<file path="src/sv/wsrm_pkg.sv">
// Package of the wildcard star regex matcher: constants, register indexes and
// the item and result types. Depends on nothing.
package wsrm_pkg;

    localparam int PATTERN_MAX_DEF = 16;

    localparam logic [7:0] STAR_BYTE = 8'h2A;
    localparam logic [7:0] DOT_BYTE  = 8'h2E;

    localparam int CFG_IDX_W  = 2;
    localparam int CFG_DATA_W = 64;
    localparam int LEN_REG_W  = 5;

    typedef enum logic [CFG_IDX_W-1:0] {
        CFG_PAT_LOW  = 2'd0,
        CFG_PAT_HIGH = 2'd1,
        CFG_PAT_LEN  = 2'd2
    } cfg_idx_t;

    // Request kinds carried in the input tuser.
    localparam logic REQ_START = 1'b0;
    localparam logic REQ_BYTE  = 1'b1;

    typedef struct packed {
        logic       req_type;
        logic [7:0] text_byte;
    } wsrm_item_t;

    typedef struct packed {
        logic bad_pattern;
        logic whole_match;
    } wsrm_result_t;

endpackage

</file>
<file path="src/sv/wsrm_cfg_regs.sv">
// Pattern configuration registers of the wildcard star regex matcher.
// Holds the pattern bytes and length; derives the length in use and the
// leading-star flag. Depends on wsrm_pkg.
module wsrm_cfg_regs #(
    parameter int PATTERN_MAX = wsrm_pkg::PATTERN_MAX_DEF,
    parameter int LEN_W       = $clog2(PATTERN_MAX + 1)
) (
    input  logic                              aclk,
    input  logic                              aresetn,
    input  logic                              cfg_wr_en,
    input  logic [wsrm_pkg::CFG_IDX_W-1:0]    cfg_wr_index,
    input  logic [wsrm_pkg::CFG_DATA_W-1:0]   cfg_wr_data,
    output logic [PATTERN_MAX-1:0][7:0]       pat_bytes,
    output logic [LEN_W-1:0]                  used_len,
    output logic                              bad_pattern
);
    import wsrm_pkg::*;

    logic [PATTERN_MAX-1:0][7:0] pat_reg;
    logic [LEN_REG_W-1:0]        len_reg;
    cfg_idx_t                    wr_idx;

    assign wr_idx = cfg_idx_t'(cfg_wr_index);

    genvar k;
    for (k = 0; k < PATTERN_MAX; k++) begin : g_byte
        if (k < 8) begin : g_low
            always_ff @(posedge aclk) begin
                if (!aresetn) begin
                    pat_reg[k] <= '0;
                end else if (cfg_wr_en && wr_idx == CFG_PAT_LOW) begin
                    pat_reg[k] <= cfg_wr_data[8*k +: 8];
                end
            end
        end else begin : g_high
            always_ff @(posedge aclk) begin
                if (!aresetn) begin
                    pat_reg[k] <= '0;
                end else if (cfg_wr_en && wr_idx == CFG_PAT_HIGH) begin
                    pat_reg[k] <= cfg_wr_data[8*(k-8) +: 8];
                end
            end
        end
    end

    always_ff @(posedge aclk) begin
        if (!aresetn) begin
            len_reg <= '0;
        end else if (cfg_wr_en && wr_idx == CFG_PAT_LEN) begin
            len_reg <= cfg_wr_data[LEN_REG_W-1:0];
        end
    end

    // Lengths beyond the pattern storage are clamped to its size.
    always_comb begin
        if (len_reg > LEN_REG_W'(PATTERN_MAX)) begin
            used_len = LEN_W'(PATTERN_MAX);
        end else begin
            used_len = len_reg[LEN_W-1:0];
        end
    end

    assign pat_bytes   = pat_reg;
    assign bad_pattern = (used_len != '0) && (pat_reg[0] == STAR_BYTE);

endmodule

</file>
<file path="src/sv/wsrm_row_update.sv">
// Row update of the partial-match table for one item of the wildcard star
// regex matcher: the empty-text row for a start, the next row for a byte.
// Depends on wsrm_pkg.
module wsrm_row_update #(
    parameter int PATTERN_MAX = wsrm_pkg::PATTERN_MAX_DEF,
    parameter int LEN_W       = $clog2(PATTERN_MAX + 1)
) (
    input  logic [PATTERN_MAX:0]        old_row,
    input  logic [PATTERN_MAX-1:0][7:0] pat_bytes,
    input  logic [LEN_W-1:0]            used_len,
    input  logic                        bad_pattern,
    input  wsrm_pkg::wsrm_item_t        item,
    output logic [PATTERN_MAX:0]        new_row,
    output wsrm_pkg::wsrm_result_t      result
);
    import wsrm_pkg::*;

    logic [PATTERN_MAX:0] in_use;
    logic [PATTERN_MAX:0] old_m;
    logic [PATTERN_MAX:0] empty_row;
    logic [PATTERN_MAX:0] step_row;

    assign in_use[0]    = 1'b1;
    assign empty_row[0] = 1'b1;
    assign step_row[0]  = 1'b0;
    assign old_m        = old_row & in_use;

    genvar j;
    for (j = 1; j <= PATTERN_MAX; j++) begin : g_col
        logic p_star;
        logic p_hit;

        assign in_use[j] = (LEN_W'(j) <= used_len);
        assign p_star    = (pat_bytes[j-1] == STAR_BYTE);
        assign p_hit     = (pat_bytes[j-1] == item.text_byte) || (pat_bytes[j-1] == DOT_BYTE);

        if (j >= 2) begin : g_pair
            logic q_hit;
            logic star_val;

            assign q_hit = (pat_bytes[j-2] == item.text_byte) ||
                           (pat_bytes[j-2] == DOT_BYTE);
            // A star either drops its pair or, when the byte before it matches,
            // extends a match that already covered the pair.
            assign star_val = q_hit ? (step_row[j-2] | step_row[j-1] | old_m[j])
                                    : step_row[j-2];

            assign empty_row[j] = in_use[j] & p_star & (empty_row[j-1] | empty_row[j-2]);
            assign step_row[j]  = in_use[j] & (p_star ? star_val : (p_hit & old_m[j-1]));
        end else begin : g_first
            assign empty_row[j] = 1'b0;
            assign step_row[j]  = in_use[j] & ~p_star & p_hit & old_m[j-1];
        end
    end

    always_comb begin
        if (bad_pattern) begin
            new_row = '0;
        end else if (item.req_type == REQ_START) begin
            new_row = empty_row;
        end else begin
            new_row = step_row;
        end
        result.whole_match = new_row[used_len];
        result.bad_pattern = bad_pattern;
    end

endmodule

</file>
<file path="src/sv/wildcard_star_regex_matcher_core.sv">
// Top level of the wildcard star regex matcher: stream ports, input and
// result registers. Depends on wsrm_pkg, wsrm_cfg_regs and wsrm_row_update.

// The block takes one item per clock cycle for as long as the result side
// keeps up, and every item gives exactly one result, held first in the
// input register and then in the result register. The row of partial
// matches is updated as an item moves between those two registers, so an
// item sees the row left by the item just before it. A start item (tuser 0)
// loads the empty-text row; a byte item (tuser 1) consumes the byte in tdata.
// Results report whole_match in m_tdata bit 0 and bad_pattern in bit 1. The
// user must see that pattern registers are written through the cfg port only
// while the block holds no item in flight; the block does not enforce this.
module wildcard_star_regex_matcher_core #(
    parameter int PATTERN_MAX = wsrm_pkg::PATTERN_MAX_DEF
) (
    input  logic                            aclk,
    input  logic                            aresetn,
    input  logic                            cfg_wr_en,
    input  logic [wsrm_pkg::CFG_IDX_W-1:0]  cfg_wr_index,
    input  logic [wsrm_pkg::CFG_DATA_W-1:0] cfg_wr_data,
    input  logic                            s_tvalid,
    output logic                            s_tready,
    input  logic [7:0]                      s_tdata,   // [7:0] text_byte
    input  logic                            s_tuser,   // [0] req_type
    output logic                            m_tvalid,
    input  logic                            m_tready,
    output logic [7:0]                      m_tdata    // [0] whole_match, [1] bad_pattern, [7:2] zero
);
    import wsrm_pkg::*;

    localparam int LEN_W = $clog2(PATTERN_MAX + 1);

    logic [PATTERN_MAX-1:0][7:0] pat_bytes;
    logic [LEN_W-1:0]            used_len;
    logic                        bad_pattern;

    logic                 in_valid_reg;
    logic                 in_valid_next;
    wsrm_item_t           in_item_reg;
    logic                 out_valid_reg;
    logic                 out_valid_next;
    wsrm_result_t         out_result_reg;
    logic [PATTERN_MAX:0] row_reg;
    logic [PATTERN_MAX:0] row_next;
    wsrm_result_t         result;
    logic                 out_free;
    logic                 advance;
    logic                 s_transfer;

    wsrm_cfg_regs #(
        .PATTERN_MAX (PATTERN_MAX),
        .LEN_W       (LEN_W)
    ) u_cfg (
        .aclk         (aclk),
        .aresetn      (aresetn),
        .cfg_wr_en    (cfg_wr_en),
        .cfg_wr_index (cfg_wr_index),
        .cfg_wr_data  (cfg_wr_data),
        .pat_bytes    (pat_bytes),
        .used_len     (used_len),
        .bad_pattern  (bad_pattern)
    );

    wsrm_row_update #(
        .PATTERN_MAX (PATTERN_MAX),
        .LEN_W       (LEN_W)
    ) u_row (
        .old_row     (row_reg),
        .pat_bytes   (pat_bytes),
        .used_len    (used_len),
        .bad_pattern (bad_pattern),
        .item        (in_item_reg),
        .new_row     (row_next),
        .result      (result)
    );

    // The result register frees up in the cycle its transfer completes.
    assign out_free   = !out_valid_reg || m_tready;
    assign advance    = in_valid_reg && out_free;
    assign s_tready   = !in_valid_reg || out_free;
    assign s_transfer = s_tvalid && s_tready;

    always_comb begin
        in_valid_next  = s_transfer || (in_valid_reg && !out_free);
        out_valid_next = advance || (out_valid_reg && !m_tready);
    end

    always_ff @(posedge aclk) begin
        if (!aresetn) begin
            in_valid_reg  <= 1'b0;
            out_valid_reg <= 1'b0;
            row_reg       <= '0;
        end else begin
            in_valid_reg  <= in_valid_next;
            out_valid_reg <= out_valid_next;
            if (advance) begin
                row_reg <= row_next;
            end
        end
    end

    always_ff @(posedge aclk) begin
        if (s_transfer) begin
            in_item_reg.req_type  <= s_tuser;
            in_item_reg.text_byte <= s_tdata;
        end
        if (advance) begin
            out_result_reg <= result;
        end
    end

    assign m_tvalid = out_valid_reg;
    assign m_tdata  = {6'b0, out_result_reg.bad_pattern, out_result_reg.whole_match};

endmodule

</file>
<file path="config.mk">
export PLATFORM = sky130hd
export DESIGN_NAME = wildcard_star_regex_matcher_core
export DESIGN_NICKNAME = d
export VERILOG_FILES = /design/src/sv/wsrm_pkg.sv /design/src/sv/wsrm_cfg_regs.sv /design/src/sv/wsrm_row_update.sv /design/src/sv/wildcard_star_regex_matcher_core.sv
export SDC_FILE = /design/constraint.sdc
export NUM_CORES = 1
export LEC_CHECK = 0
export BUFFER_PORTS_ARGS = -buffer_cell sky130_fd_sc_hd__buf_4
export CAP_MARGIN = 20
export CELL_PAD_IN_SITES_DETAIL_PLACEMENT = 2
export CELL_PAD_IN_SITES_GLOBAL_PLACEMENT = 2
export CORE_ASPECT_RATIO = 0.8
export CORE_MARGIN = 2
export CORE_UTILIZATION = 30
export CTS_CLUSTER_SIZE = 8
export DETAILED_ROUTE_END_ITERATION = 12
export PLACE_DENSITY = 0.78
export SLEW_MARGIN = 40
export SYNTH_ARGS = -nofsm -noshare
export SYNTH_HDL_FRONTEND = slang
export SYNTH_HIERARCHICAL = 1
export SYNTH_SLANG_ARGS = --single-unit
export TNS_END_PERCENT = 100
</file>
<file path="constraint.sdc">
create_clock -name aclk -period 6.78 [get_ports aclk]
set_input_delay 0.339 -clock aclk [delete_from_list [all_inputs] [get_ports aclk]]
set_output_delay 0.339 -clock aclk [all_outputs]
set_load 0.1 [all_outputs]
</file>
# Word level (Yosys, flattened, before mapping)
# Cells that the tools add are included.
# word_totals
ff_bits	163
inputBits	80
wordCells	267
# op_classes
magnitude_cmp	18
eq_ne	50
mux	35
bitwise	106
reduce_logical	34
# op_table
op	n
$eq A8 B6 Y1 const B	32
$eq A8 B8 Y1	16
$and A1 B1 Y1	62
$or A1 B1 Y1	42
$le A4 B5 Y1 const A	8
$mux W17	2
$mux W1	31
$le A3 B5 Y1 const A	4
$logic_or A1 B1 Y1	20
$and A17 B17 Y17	1
$le A2 B5 Y1 const A	2
$logic_and A1 B1 Y1	8
$lt A5 B6 Y1 const B	1
$bmux W1 S5	1
$gt A5 B5 Y1 const B	1
$le A1 B5 Y1 const A	1
$le A5 B5 Y1 const A	1
$mux W5	1
$reduce_bool A5 Y1	1
$logic_not A1 Y1	4
$eq A2 B1 Y1 const B	1
$eq A2 B2 Y1 const B	1
$logic_not A2 Y1	1
$not A1 Y1	1

# Depth between registers and ports, before layout
# Gate-level depths: netlist of the first run.
# depth
ltp_word	84
ltp_mapped	19

# By module
# Netlist of the first run, hierarchy kept.
# by_module_without_submodules
mod	n_inst	cells_each	area_per_inst_um2	seq_area_each_um2
wsrm_cfg_regs	1	512	5148.7	2662.6
wsrm_row_update	1	632	4372.9	0.0
wildcard_star_regex_matcher_core	1	101	1151.1	710.7

# Least setup slack after synthesis of the first run
# OpenSTA, ideal clock, no wires.
# synth_path
path_kind	register to register
start	reg u_cfg.len_reg[4]
end	reg out_result_reg (netlist bit m_tdata[0]) (data pin)
arrival_time_ns	3.849
slack_ns	2.664
stages_incl_launch_ff	18
n_path_buf	1
cell_sequence	dfxtp_1 -> nor2b_1 -> buf_2 -> or3_4 -> o21a_1 -> nor3_1 -> or3_1 -> o221ai_1 -> o31ai_1 -> a31oi_1 -> o31ai_2 -> a21oi_2 -> o41ai_4 -> a31oi_2 -> o21a_1 -> o31ai_2 -> a2111oi_2 -> nand3b_1
# synth_lines
item	line_no	text
from (decl)	wsrm_cfg_regs.sv:20	logic [LEN_REG_W-1:0] len_reg;
from (signal assigned)	wsrm_cfg_regs.sv:50	len_reg <= cfg_wr_data[LEN_REG_W-1:0];
to (signal assigned)	wildcard_star_regex_matcher_core.sv:108	out_result_reg <= result;
to (decl)	wildcard_star_regex_matcher_core.sv:42	wsrm_result_t out_result_reg;

==> reports/qor.csv, run 1 <==
stage,metric,value,unit
yosys,synthDistinctLibCells,89,
place,port_buffers,83,
timing,slew_headroom,43.42,%
grt,grt_usage,21.04,%
critical_path,r2r_cells,17,
floorplanning,core_area,34880,um2
yosys,synth_top_cells_by_count,"nand2_1, dfxtp_1, mux2i_1",
clock_network,clock-sinks,163,
clock_network,clkLatencyLatePin,470,ps
clock_network,htree_levels,4,
yosys,synthMostInstantiatedCell,nand2_1,
clock_network,postCtsSetupBuffers,0,
floorplanning,dieWidth,214.9,um
power,p_seq_share,43.8,%
yosys,yosysWarnings,6,
timing,clock_skew,14.84,ps
floorplanning,die_h,172.7,um
power,power.leakage,0.004518,uW
final_layout,fill_cells,3996,
final_layout,layout-drive-gt1-share,13.90,%
floorplanning,die-area,37110,um2
grt,met1_usage,28.80,%
grt,met3_usage,3.624,%
clock_network,cts_tree,built,
timing,hold_viol,0,
timing,fmax,0.1903,GHz
clock_network,hold_buffers,0,
final_layout,final_core_util,34.62,%
critical_path,end_kind,flip-flop,
yosys,async_flop_share,0,%
place,dp_hpwl,28920,um
power,total_power,2387,uW
power,internal_power,1681,uW
yosys,synth_compound_area_share,12.10,%
final_layout,n_antenna_cell,0,
detailed_routing,drtIter0Drc,602,
worst_hold_path,whs_path_depth,1,
clock_network,clkTransAtPathRegs,80,ps
floorplanning,start_util,30.60,%
worst_hold_path,hold_class,input port to flip-flop,
yosys,synthTopCellsByArea,"dfxtp_1, mux2i_1, nand2_1",
floorplanning,io_pins,90,
timing,setup_viol,0,
clock_network,cts_resized,0,
critical_path,worstSetupPathType,flip-flop to flip-flop,
yosys,yosys.area.top_type,dfxtp_1,
power,ir_worst_vdd,145.7,uV
floorplanning,num_rows,61,
detailed_routing,drc_errors,0,
outcome,status,completed,
detailed_routing,ant_nets,0,
grt,grt_pass1_wl,60610,um
power,p_comb_share,12.9,%
grt,grt_pass1_vias,10140,
yosys,syn-instance-count,1245,
clock_network,cts-root-buf,clkbuf_16,
timing,fin_setup_tns,0,ps
critical_path,worstPathRequired,6970,ps
yosys,synthMuxAreaShare,14.58,%
critical_path,worstReg2RegEnd,m_tdata[0],
yosys,synth_top_area_share,28.51,%
timing,fin_crit,5255,ps
worst_hold_path,hold_start,s_tdata[5],
grt,antenna_found_initial,0,
critical_path,rr_startpoint,u_cfg/len_reg[4],
timing,rsz0062_at_grt,no,
timing,fin_crit_sh,77.50,%
power,power_density,197.7,nW/um2
detailed_routing,via_count,9411,
yosys,synth-xor-area-share,10.64,%
detailed_routing,avgViaCountPerCell,5.305,
critical_path,critPathMaxFanout,24,
grt,grt_max_degree,134,
final_layout,largest_reg_flops,128,
yosys,synth-edff-count,11,
flow_run,cap_viol_max_count,0,
yosys,ys_ff_latch,163,
final_layout,area_delta_synth_final,13.13,%
yosys,synth_fa_ha_area_share,0,%
final_layout,multi_input_area,6674,um2
critical_path,worstSetupStartpointType,flip-flop,
yosys,synth-main-ff-cell,dfxtp_1,
critical_path,arrival,5450,ps
worst_hold_path,hold_end,in_item_reg[5],
detailed_routing,avgRoutedWirePerCell,22.14,um
timing,tightest_slew,848.7,ps
power,p_sw_share,29.59,%
yosys,synth_top_family_by_area,simple AND/OR/NAND/NOR gates,
final_layout,seq_area,3374,um2
clock_network,cts_buffers,17,
yosys,postSynthAreaPerCell,8.572,um2
grt,grt_use_met2,33.95,%
critical_path,r2r_slack,1530,ps
power,switchingPower,706.4,uW
timing,slew_violations,0,
yosys,syn_area,10670,um2
detailed_routing,drtPass1Iterations,5,
detailed_routing,totalWireLength,39280,um
yosys,yosys.area_share.simple,24.87,%
grt,top_usage_layer,met2,
final_layout,fin_nets,1369,
yosys,synth-seq-area-share,31.61,%
clock_network,cts-root-to-sink-buffers,2,
power,clkPwrFrac,43.3,%
grt,overflow,0,
place,gp_congestion,0.8911,
-- layer usage --
| layer | up-vias | wire [um] |
|---|---|---|
| met4 | 0 | 697 |
| met2 | 173 | 17950 |
| met1 | 4743 | 19150 |
| li1 | 4453 | - |
| met5 | - | 0 |
| met3 | 42 | 1486 |
-- how the worst max path moves through the flow --
stage | start | endpoint | cells past startpoint
detailed placement | u_cfg/len_reg[4] | m_tdata[0] | 16
global route | u_cfg/len_reg[4] | m_tdata[0] | 15
CTS | u_cfg/len_reg[4] | m_tdata[0] | 16
finish | u_cfg/len_reg[4] | m_tdata[0] | 17
global placement | u_cfg/len_reg[4] | m_tdata[0] | 16
floorplan | u_cfg/len_reg[4] | m_tdata[0] | 17
-- final cells by class --
class,count,share of cell area (%)
multi-input cells,992,55.27
flip-flops and latches,163,27.95
repair buffers,102,6.539
well taps,472,4.891
clock buffers,18,3.554
clock inverters,14,1.389
inverters,13,0.4041
-- worst max-delay path, stage by stage, from the launching register on --
cell and delay (ps):
dfxtp_2 670, nor2b_1 120, buf_4 220, or3_4 390
o21a_1 260, nor3_1 260, or3_1 160, o221ai_1 200
o31ai_1 440, a31oi_1 220, o31ai_2 380, a21oi_2 140
o41ai_4 460, a31oi_2 170, o21a_1 230, o31ai_2 350
a2111oi_2 120, nand3b_1 180
-- cells by family after synthesis --
family | Yosys count
flip-flops | 163
buffers and inverters | 95
other | 1
XOR/XNOR | 128
AO/OA/AOI/OAI | 171
AND/OR/NAND/NOR | 534
multiplexers | 153
-- per-stage QoR --
step / setup WS, ps / area (um2) / hold WS [ps] / std cells
floorplan: 2664 / 10690 / 430.1 / 1250
detailed placement: 1205 / 11450 / 455.5 / 1740
global placement: 1445 / 11450 / 441.1 / 1740
CTS: 1172 / 12050 / 26.04 / 1772
global route: 1217 / 12070 / 27.44 / 1774
finish: 1525 / 12070 / 46.53 / 1774
-- power groups by stage --
| stage | combinational [uW] | sequential [uW] | clock (uW) |
|---|---|---|---|
| 2_1_floorplan | 222 | 1050 | 0 |
| 3_3_place_gp | 293 | 1060 | 0 |
| 3_5_place_dp | 303 | 1070 | 0 |
| 4_1_cts | 307 | 1050 | 1060 |
| 5_1_grt | 331 | 1050 | 1100 |
| 6_report | 308 | 1040 | 1030 |
-- cell usage in the layout (no fill, tap or decap), types with 5 or more instances in the layout --
cell and instances:
o31ai_1 6, inv_1 13, nand2b_1 12, nor3_1 19, buf_4 98, o21ai_0 19
nand4b_1 5, nor2_1 52, a211oi_1 5, and4b_1 7, a21o_1 7, mux2i_1 151
nand2_1 290, conb_1 6, nor2b_1 14, xnor2_1 96, a31oi_1 7, dfxtp_1 151
xor2_1 30, nor4b_1 13, edfxtp_1 11, and2_1 7, nand4_1 32, and3_1 6
a21boi_0 8, a21oi_1 37, nand3_1 23, clkbuf_16 17, nor4_1 11, o21a_1 11
o22ai_1 5
No activity file was read; power rests on OpenSTA's default activity.
==> inputs of run 2 (changes only) <==
ABC_AREA = 1   (was not set)
PLACE_DENSITY = 0.86   (was 0.78)
clock period = 5.2 ns   (was 6.78 ns; I/O delays follow)
==> reports/qor.csv, run 2 <==
stage,metric,value,unit
timing,fmax,0.1578,GHz
final_layout,mostFrequentLayoutCell,nand2_1,
floorplanning,start_util,30.64,%
worst_hold_path,hold_start,cfg_wr_data[5],
timing,setup_viol,6,
detailed_routing,drc_errors,0,
final_layout,fin_nets,2005,
timing,clock_skew,28.99,ps
floorplanning,io_pins,90,
worst_hold_path,hold_class,input port to flip-flop,
critical_path,crit_buf_inv,2,
place,dp_hpwl,35190,um
clock_network,clkLatencyLatePin,490,ps
clock_network,clkTransAtPathRegs,100,ps
grt,grt_usage,29.18,%
timing,setup_slack,-1138,ps
final_layout,layout-drive-gt1-share,19.77,%
critical_path,end_kind,flip-flop,
critical_path,rr_startpoint,in_item_reg[2],
yosys,synth-main-ff-cell,dfxtp_1,
critical_path,crit_family,simple AND/OR/NAND/NOR gates,
grt,grt_pass1_wl,83570,um
floorplanning,dieWidth,215.3,um
yosys,syn_area,10710,um2
final_layout,fill_cells,4273,
timing,slew_violations,0,
yosys,synthMostInstantiatedCell,nand2_1,
grt,overflow,0,
floorplanning,core_area,34960,um2
clock_network,clock-sinks,163,
timing,whs,23.15,ps
detailed_routing,avgRoutedWirePerCell,24.05,um
timing,hold_viol,0,
floorplanning,num_rows,61,
timing,tightest_slew,861.3,ps
final_layout,area_delta_synth_final,26.77,%
clock_network,cts_tree,built,
final_layout,fin_area,13580,um2
final_layout,most-common-layout-cells,"nand2_1, inv_1, nor2_1, buf_4, dfxtp_1",
grt,grt_max_degree,95,
timing,fin_crit,6338,ps
critical_path,critPathMaxFanout,5,
critical_path,critical-path-max-stage-delay,590,ps
yosys,syn-instance-count,1748,
critical_path,arrival,6750,ps
worst_hold_path,hold_end,u_cfg/pat_bytes[69],
yosys,synthTopCellsByArea,"dfxtp_1, nand2_1, inv_1",
yosys,synth-seq-area-share,31.49,%
critical_path,worstSetupStartpointType,flip-flop,
timing,fin_setup_tns,-4828,ps
detailed_routing,avgViaCountPerCell,5.311,
final_layout,n_antenna_cell,0,
yosys,ys_ff_latch,163,
critical_path,r2r_slack,-1140,ps
final_layout,stdcell_count,2409,
yosys,synth_top_area_share,28.41,%
critical_path,worstSetupPathType,flip-flop to flip-flop,
detailed_routing,drtIter0Drc,904,
clock_network,cts-root-to-sink-buffers,2,
timing,fin_crit_sh,121.9,%
place,port_buffers,83,
detailed_routing,via_count,12790,
critical_path,worst_path_max_delay_cell,edfxtp_1,
critical_path,worstReg2RegEnd,row_reg[16],
yosys,yosys.area.top_type,dfxtp_1,
worst_hold_path,whs_path_depth,3,
yosys,yosysWarnings,6,
final_layout,largest_reg_flops,128,
clock_network,htree_levels,4,
place,dpl-instance-area,12220,um2
detailed_routing,totalWireLength,57930,um
timing,slew_headroom,41.83,%
place,gp_congestion,0.9326,
critical_path,worstPathRequired,5610,ps
yosys,synthDistinctLibCells,50,
power,ir_worst_vdd,215.6,uV
outcome,status,"finished, violations left",
yosys,async_flop_share,0,%
flow_run,cap_viol_max_count,0,
critical_path,cpMostUsedCell,nand2_1,
clock_network,cts-root-buf,clkbuf_16,
place,dp.cells,2319,
grt,grt_pass1_vias,13960,
power,power.leakage,0.006528,uW
outcome,violations,negative setup slack,
floorplanning,die_h,173.0,um
critical_path,r2r_cells,70,
final_layout,final_core_util,38.85,%
clock_network,cts_buffers,17,
timing,rsz0062_at_grt,yes,
yosys,synth-edff-count,11,
grt,antenna_found_initial,0,
yosys,synth_top_cells_by_count,"nand2_1, inv_1, nor2_1",
yosys,postSynthAreaPerCell,6.128,um2
power,power_density,252.8,nW/um2
floorplanning,die-area,37240,um2
detailed_routing,ant_nets,0,
detailed_routing,drtPass1Iterations,5,
## run 2: cell count changes after synthesis, sizes merged, moves of 12 or more
cell / previous run / this run
nand2b: 12 / 0
nor2b: 19 / 0
inv: 13 / 289
nand4: 32 / 49
a21oi: 38 / 104
buf: 66 / 85
mux2i: 151 / 0
nor2: 53 / 278
o21ai: 23 / 11
nand3: 23 / 126
nand2: 290 / 458
nor4b: 16 / 3
xnor2: 96 / 53
## run 2: how the worst max path moves through the flow
stage,depth (start not counted),slack (ps),end,start
after global routing,70,-1480,row_reg[16],in_item_reg[2]
final,70,-1140,row_reg[16],in_item_reg[2]
after detailed placement,71,-340,row_reg[16],u_cfg/len_reg[2]
after global placement,70,60,row_reg[16],in_item_reg[4]
after CTS,70,-200,row_reg[16],in_item_reg[1]
after floorplan,71,370,row_reg[16],u_cfg/len_reg[2]
## run 2: through the flow
step           setup slack (ps)  total power (uW)
4_1_cts                  -203.2              3342
3_5_place_dp             -342.7              2058
2_1_floorplan             369.2              1805
6_report                  -1138              3432
3_3_place_gp              64.86              2014
5_1_grt                   -1478              3553
## run 2: final cells by class
| type | count | area (um2) | share of cell area, % |
|---|---|---|---|
| multi-input cells | 1204 | 6030 | 44.40 |
| inverters | 291 | 1102 | 8.118 |
| repair buffers | 248 | 1932 | 14.23 |
| flip-flops and latches | 163 | 3381 | 24.90 |
| clock buffers | 20 | 467.9 | 3.446 |
| clock inverters | 11 | 76.32 | 0.5621 |
| well taps | 472 | 590.6 | 4.349 |
## run 2: worst min-delay path: stages
cell    delay, ps
buf_4          80
nor2_1         40
nor2_1         80
## run 2: logic make-up (layout without fill, tap and decap cells)
logic type	after synthesis	after routing	synth area share, %
other cells	1	6	0.03501
flops	163	163	31.49
xor+xnor	75	75	6.132
simple gates	963	963	38.17
compound gates	160	160	8.714
buf+inv	386	570	15.45
## run 2: power breakdown
part	total, uW	switching [uW]	leakage (uW)	internal (uW)
logic	722	470	0.00491	252
clock network	1290	635	0.000268	651
registers	1420	93.1	0.00135	1330
total	3430	1200	0.00653	2230
## run 2: repair_timing
item	4_1_cts	5_1_grt
pin swaps	8	51
setup buffers	29	22
endpoints found under the hold margin	8	0
hold buffers	8	0
gates resized for setup	25	68
gates cloned	0	0
setup endpoints to repair	4	8
## run 2: metal layers
layer  up-vias  share of wire [%]  GRT usage [%]  wire length [um]
li1       5756                  -              -                 -
met1      6436                 41          33.94             23980
met2       427                 49          50.60             28490
met3       175                4.5          6.033              2614
met4         0                4.9          15.03              2845
met5         -                  0              0                 0
==> inputs of run 3 (changes only) <==
BUFFER_PORTS_ARGS = not set   (was -buffer_cell sky130_fd_sc_hd__buf_4)
DONT_BUFFER_PORTS = 1   (was not set)
PLACE_DENSITY = 0.82   (was 0.86)
RECOVER_POWER = 25   (was not set)
==> reports/qor.csv, run 3 (synthesis gave the netlist of run 2 again) <==
stage,metric,value,unit
detailed_routing,avgRoutedWirePerCell,29.76,um
flow_run,cap_viol_max_count,1,
timing,tightest_slew,2323,ps
clock_network,hold_buffers,243,
timing,setup_slack,-1479,ps
power,ir_worst_vdd,213.2,uV
clock_network,cts_buffers,17,
floorplanning,start_util,30.64,%
critical_path,worstSetupPathType,flip-flop to flip-flop,
grt,grt_pass1_vias,15950,
grt,grt_max_degree,152,
critical_path,worstPathRequired,5620,ps
timing,fin_crit_sh,128.4,%
timing,whs,-57.30,ps
grt,overflow,0,
final_layout,multi_input_area,6196,um2
detailed_routing,drtPass1Iterations,5,
power,total_power,3795,uW
final_layout,area_delta_synth_final,43.87,%
timing,fmax,0.1497,GHz
place,dpl-instance-area,11590,um2
final_layout,layout-drive-gt1-share,14.81,%
detailed_routing,ant_nets,0,
timing,fin_setup_tns,-6386,ps
worst_hold_path,hold_class,input port to flip-flop,
clock_network,clkLatencyLatePin,500,ps
floorplanning,io_pins,90,
critical_path,cpMostUsedCell,nand2_2,
critical_path,arrival,7100,ps
clock_network,clock-sinks,163,
detailed_routing,drc_errors,0,
critical_path,critical-path-max-stage-delay,400,ps
final_layout,n_antenna_cell,0,
clock_network,clkTransAtPathRegs,70,ps
final_layout,mostFrequentLayoutCell,nand2_1,
final_layout,fin_nets,2140,
floorplanning,die_h,173.0,um
outcome,status,"finished, violations left",
timing,slew_violations,46,
timing,setup_viol,8,
place,gp_congestion,0.8911,
final_layout,seq_area,3382,um2
timing,rsz0062_at_grt,yes,
detailed_routing,avgViaCountPerCell,5.713,
floorplanning,die-area,37240,um2
floorplanning,dieWidth,215.3,um
final_layout,largest_reg_flops,128,
critical_path,worst_path_max_delay_cell,edfxtp_1,
clock_network,cts-root-buf,clkbuf_16,
place,dp.cells,2233,
timing,fin_crit,6679,ps
power,power.leakage,0.007299,uW
final_layout,fill_cells,4065,
grt,grt_usage,35.23,%
clock_network,cts-root-to-sink-buffers,2,
power,power_density,246.3,nW/um2
detailed_routing,totalWireLength,75730,um
place,port_buffers,0,
floorplanning,core_area,34960,um2
clock_network,htree_levels,4,
place,dp_hpwl,33720,um
grt,grt_pass1_wl,99840,um
critical_path,worstSetupStartpointType,flip-flop,
final_layout,stdcell_count,2545,
clock_network,cts_tree,built,
detailed_routing,via_count,14540,
outcome,violations,"negative hold slack, max-capacitance violations, max-slew violations, negative setup slack",
timing,clock_skew,30.08,ps
critical_path,critPathMaxFanout,7,
grt,antenna_found_initial,3,
final_layout,fin_area,15410,um2
timing,slew_headroom,-54.84,%
critical_path,end_kind,flip-flop,
floorplanning,num_rows,61,
detailed_routing,drtIter0Drc,1123,
final_layout,most-common-layout-cells,"nand2_1, inv_1, nor2_1, dlygate4sd3_1, dfxtp_1",
timing,hold_viol,5,
## run 3: cell types whose count changed in the layout (fill, tap and decap cells not counted), moves of 4 or more
cell / delta
nand2_2: +7
clkbuf_1: +6
nand2_1: -12
nand2_4: +5
nor2_2: +4
dlygate4sd3_1: +232
nor2_1: -6
buf_4: -99
## run 3: path summary, 6_finish.rpt
kind | startpoint | endpoint | slack [ps] | depth (start not counted)
worst max register to register | in_item_reg[2] | row_reg[16] | -1480 | 70
worst max-delay path | in_item_reg[2] | row_reg[16] | -1480 | 70
worst min-delay path | aresetn | row_reg[16] | -60 | 2
worst min register to register | row_reg[14] | row_reg[14] | 540 | 2
## run 3: where the power goes
part	total (uW)	switching, uW	internal (uW)
logic	871	528	343
clock network	1490	674	813
registers	1440	107	1330
total	3800	1310	2490
## run 3: what timing repair did
action | in CTS | in global routing
hold endpoints to repair | 161 | 5
resized for setup | 23 | 110
pin swaps | 5 | 38
buffers inserted | 23 | 15
setup endpoints to repair | 4 | 10
## run 3: per-stage QoR
stage / setup slack (ps) / utilization (%)
detailed placement: -460.8 / 33.16
global route: -1776 / 44.09
CTS: -241.2 / 42.65
global placement: -153.8 / 33.01
finish: -1479 / 44.09
floorplan: 369.2 / -
## run 3: final cells by class
type                       instances  share of cell area (%)
multi-input combinational       1204                   40.20
timing repair buffer             383                   22.85
sequential                       163                   21.95
inverter                         291                   7.153
tap                              472                   3.832
clock buffer                      24                   3.199
clock inverter                     8                  0.8119
## run 3: routing by layer
layer | wire length [um] | global-route usage, % | up-vias
met1 | 27870 | 38.95 | 7322
met3 | 5242 | 6.508 | 394
met2 | 36590 | 63.59 | 792
li1 | - | - | 6026
met5 | 82 | 0 | -
met4 | 5945 | 19.51 | 6
## run 3: worst max-delay path, delay by kind of cell (launching register included)
kind | cells | cell delay [ps]
AO/OA/AOI/OAI | 1 | 150
AND/OR/NAND/NOR | 66 | 5500
XOR/XNOR | 1 | 280
buffers and inverters | 2 | 250
flip-flops | 1 | 400
